$ cat src/design/fht_pkg.sv
// ----------------------------------------------------------------------------
// fht_pkg
// Shared types and constants for the failover history table.
// ----------------------------------------------------------------------------
package fht_pkg;

    localparam int TABLE_DEPTH = 32;
    localparam int IDX_W       = $clog2(TABLE_DEPTH);
    localparam int CNT_W       = 6;

    typedef enum logic [2:0] {
        OP_CREATE    = 3'd0,
        OP_PRUNE     = 3'd1,
        OP_QUERY     = 3'd2,
        OP_ROLLBACK  = 3'd3,
        OP_LOAD_FRST = 3'd4,
        OP_LOAD_NEXT = 3'd5
    } fht_op_t;

    localparam logic [1:0] ST_OK      = 2'd0;
    localparam logic [1:0] ST_FULL    = 2'd1;
    localparam logic [1:0] ST_REFUSED = 2'd2;

    typedef enum logic [3:0] {
        S_IDLE,
        S_RD,      // issue read of scan index
        S_WAIT,    // read data returning
        S_EVAL,    // evaluate entry
        S_SHIFT_RD,
        S_SHIFT_WAIT,
        S_SHIFT_WR,
        S_FRONT,   // read front entry
        S_FRONT_WAIT,
        S_DONE
    } fht_state_t;

    typedef struct packed {
        logic             we;
        logic [IDX_W-1:0] waddr;
        logic [63:0]      wid;
        logic [63:0]      wseq;
        logic [IDX_W-1:0] raddr;
    } fht_mem_ctl_t;

endpackage

$ cat src/design/fht_mem.sv
// ----------------------------------------------------------------------------
// fht_mem
// Entry storage: one write port, one registered read port.
// ----------------------------------------------------------------------------
module fht_mem
    import fht_pkg::*;
(
    input  logic         clk,
    input  fht_mem_ctl_t ctl,
    output logic [63:0]  rid,
    output logic [63:0]  rseq
);

    logic [127:0] mem [TABLE_DEPTH];

    // write and registered read
    always_ff @(posedge clk)
    begin
        if (ctl.we)
        begin
            mem[ctl.waddr] <= {ctl.wid, ctl.wseq};
        end
        {rid, rseq} <= mem[ctl.raddr];
    end

endmodule

$ cat config.mk
export PLATFORM = sky130hd
export DESIGN_NAME = fht_mem
export DESIGN_NICKNAME = d
export VERILOG_FILES = /design/src/design/fht_pkg.sv /design/src/design/fht_mem.sv
export SDC_FILE = /design/constraint.sdc
export NUM_CORES = 2
export LEC_CHECK = 0
export ABC_AREA = 0
export BUFFER_PORTS_ARGS = -buffer_cell sky130_fd_sc_hd__buf_2
export CORE_MARGIN = 3
export CORE_UTILIZATION = 45
export DETAILED_ROUTE_END_ITERATION = 10
export PLACE_DENSITY = 0.58
export SETUP_SLACK_MARGIN = 0.15
export SYNTH_ARGS = -nofsm -noshare
export SYNTH_HDL_FRONTEND = slang
export SYNTH_SLANG_ARGS = --single-unit
$ cat constraint.sdc
create_clock -name clk -period 11.8 [get_ports clk]
set_input_delay 2.36 -clock clk [delete_from_list [all_inputs] [get_ports clk]]
set_output_delay 2.36 -clock clk [all_outputs]
set_load 0.01 [all_outputs]
==> results.json <==
{
  "fp.coreArea_sq_um": 343300,
  "die_h_um": 593.3,
  "first_iter_violations": 7738,
  "yosysWarningCount": 0,
  "syn-num-nets": 6580,
  "crit_required_ns": 12.37,
  "seq_area_sq_um": 125600,
  "wl_met2_mm": 201.5,
  "cts.path.max_buffers": 4,
  "wirelength_met1_mm": 166.9,
  "ys_ff_latch": 4224,
  "seq_power_share_pct": 53.2,
  "grt_pass1_wl_mm": 574.4,
  "slew_headroom_pct": 19.99,
  "grt_antenna_before_repair": 59,
  "r2r-end": "rseq[12]",
  "fill_cells": 26800,
  "p_per_area_nw_per_um2": 178.7,
  "vias_per_cell": 6.131,
  "postCtsSetupBuffers": 0,
  "fmax_mhz": 186.9,
  "vdd_drop_max_mv": 0.1331,
  "cts_root_buf": "clkbuf_16",
  "setup_tns_ns": 0,
  "syn_to_final_growth_pct": 13.59,
  "crit_path_end_kind": "flop",
  "port_buffers": 267,
  "first_global_vias": 74640,
  "post-place-ws_ns": 5.468,
  "path_class": "input port to flop",
  "rows": 215,
  "synth_ff_type": "edfxtp_1",
  "dr.max_layer_used": "met5",
  "grt_util_all_layers_pct": 23.04,
  "cts_hold_buf": 0,
  "start_util_pct": 45.22,
  "drt_first_pass_iters": 5,
  "ys_types": 28,
  "vias": 72910,
  "min_period_ns": 5.350,
  "status": "finished, final reports clean",
  "hold_violations": 0,
  "holdPathEnd": "rseq[40]",
  "syn_avg_cell_area_sq_um": 24.11,
  "wl_met3_mm": 27.85,
  "path_clk_slew_ns": 0.06,
  "wl_per_cell_um": 34.12,
  "drc": 0,
  "gp_congestion": 0.7239,
  "top_level_ports": 268,
  "clock_skew_ns": 0.03194,
  "final_cell_mix": "edfxtp_1, mux4_2, o22ai_1, clkbuf_16, buf_2",
  "pwr-share-clk_pct": 42.5,
  "fin_nets": 7079,
  "min_delay_path_depth": 4,
  "yosysSeqAreaShare_pct": 80.88,
  "reg2reg_from": "mem[30][12]",
  "pwr-share-comb_pct": 4.3,
  "setup_viol": 0,
  "cts_tree": "built",
  "synth_edf_count": 4096,
  "drive_above_1_share_pct": 27.82,
  "reg2reg_slack_ns": 9.90,
  "gr-total-overflow": 0,
  "cts_buffers": 433,
  "fin_crit_sh_pct": 45.34,
  "drt_wl_total_mm": 405.8,
  "netlist_area_sq_um": 155200,
  "leakage_nw": 54.80,
  "async_flop_share_pct": 0,
  "multi_input_area_sq_um": 28050,
  "reg2regPathDepth": 3,
  "worstSkewPairLatency_ns": 0.96,
  "critPathMaxFanout": 73,
  "clkSinkCount": 4224,
  "detailedPlacementHpwl_mm": 195.2,
  "swShare_pct": 20.85,
  "mostFrequentLayoutCell": "edfxtp_1",
  "cp-start-kind": "input port",
  "hp-class": "flop to flop",
  "tightest_slew_ns": 1.189,
  "htree_levels": 5,
  "syn_inst": 6440,
  "worstHoldStart": "mem[13][40]",
  "cts_resized": 0,
  "worstPathArrival_ns": 5.92,
  "internal-power_mw": 24.94,
  "die_w_um": 593.3,
  "finalMaxSlewViolations": 0,
  "ant_nets": 0,
  "maxCapViolCount": 0,
  "rsz0062_at_grt": "no",
  "p_sw_mw": 6.572,
  "setup_slack_ns": 6.450,
  "dieArea_sq_um": 352100,
  "grt_max_degree": 109
}
## Yosys cell counts (2+ instances only)
| library cell | instances | area, sq um |
|---|---|---|
| a22oi_1 | 102 | 765.7 |
| buf_1 | 44 | 165.2 |
| buf_2 | 94 | 470.5 |
| buf_4 | 67 | 503.0 |
| buf_6 | 30 | 337.8 |
| clkbuf_1 | 108 | 405.4 |
| clkbuf_4 | 9 | 67.56 |
| dfxtp_1 | 128 | 2562 |
| edfxtp_1 | 4096 | 123000 |
| mux2i_1 | 136 | 1361 |
| mux4_2 | 956 | 21530 |
| nand2_1 | 4 | 15.01 |
| nand3_1 | 37 | 185.2 |
| nand3b_1 | 6 | 45.04 |
| nand4_1 | 17 | 106.4 |
| nor2_1 | 35 | 131.4 |
| nor2b_1 | 3 | 18.77 |
| nor4_1 | 111 | 694.4 |
| o22ai_1 | 444 | 2778 |
| or3_1 | 2 | 12.51 |
| or3b_2 | 4 | 35.03 |
## critical path: stages
cell and delay [ns]:
buf_2 0.13, nand3_1 0.68, nor2_4 1.09, buf_4 0.77
buf_12 0.62
## sequential cells by signal, indices dropped and copies added, names as in the netlist
signal,cells
rseq,64
rid,64
mem,4096
## layout make-up
class	instances	area share, %
sequential	4224	71.20
multi-input combinational	1864	15.90
clock buffer	609	6.873
tap	4557	3.233
timing repair buffer	416	1.704
clock inverter	202	1.052
antenna	20	0.02838
## power groups by stage
stage                     Combinational [mW]  Clock [mW]  Sequential [mW]
after global routing                    1.44        14.2             16.8
after CTS                               1.37        13.6             16.8
after global placement                  1.34           0             17.1
final                                   1.34        13.4             16.8
after floorplan                        0.729           0             17.1
after detailed placement                1.37           0             17.1
## per-stage QoR
stage	hold slack (ns)	cells	util, %	area [sq um]	power (mW)
after floorplan	0.6472	6440	-	155200	17.82
after global placement	0.7076	11060	47.29	162300	18.44
after detailed placement	0.7159	11060	47.29	162300	18.47
after CTS	0.7289	11870	51.36	176300	31.80
after global routing	0.7541	11880	51.36	176300	32.46
final	0.7191	11890	51.37	176300	31.52
## per-layer routing
| metal | vias to the layer above | global-route usage [%] |
|---|---|---|
| li1 | 29110 | - |
| met4 | 32 | 5.333 |
| met3 | 611 | 3.755 |
| met5 | - | 0 |
| met2 | 2760 | 38.03 |
| met1 | 40400 | 32.52 |
## worst max path at each step
stage                     slack (ns)  cells past startpoint  startpoint            to
final                           6.45                      5    ctl[138]    mem[11][5]
after global routing            6.45                      5    ctl[138]   mem[11][19]
after CTS                       6.53                      5    ctl[138]  mem[15][107]
after detailed placement        5.47                      5    ctl[138]   mem[11][20]
after global placement          5.50                      5    ctl[138]   mem[15][24]
after floorplan                 2.84                      3    ctl[134]    mem[12][0]
## logic make-up after synthesis
kind of cell	after synthesis	share of synthesized area [%]
AO/OA/AOI/OAI	546	2.283
buffers and inverters	352	1.256
flip-flops	4224	80.88
multiplexers	1092	14.75
AND/OR/NAND/NOR	226	0.8318
(Power assumes the default switching activity.)
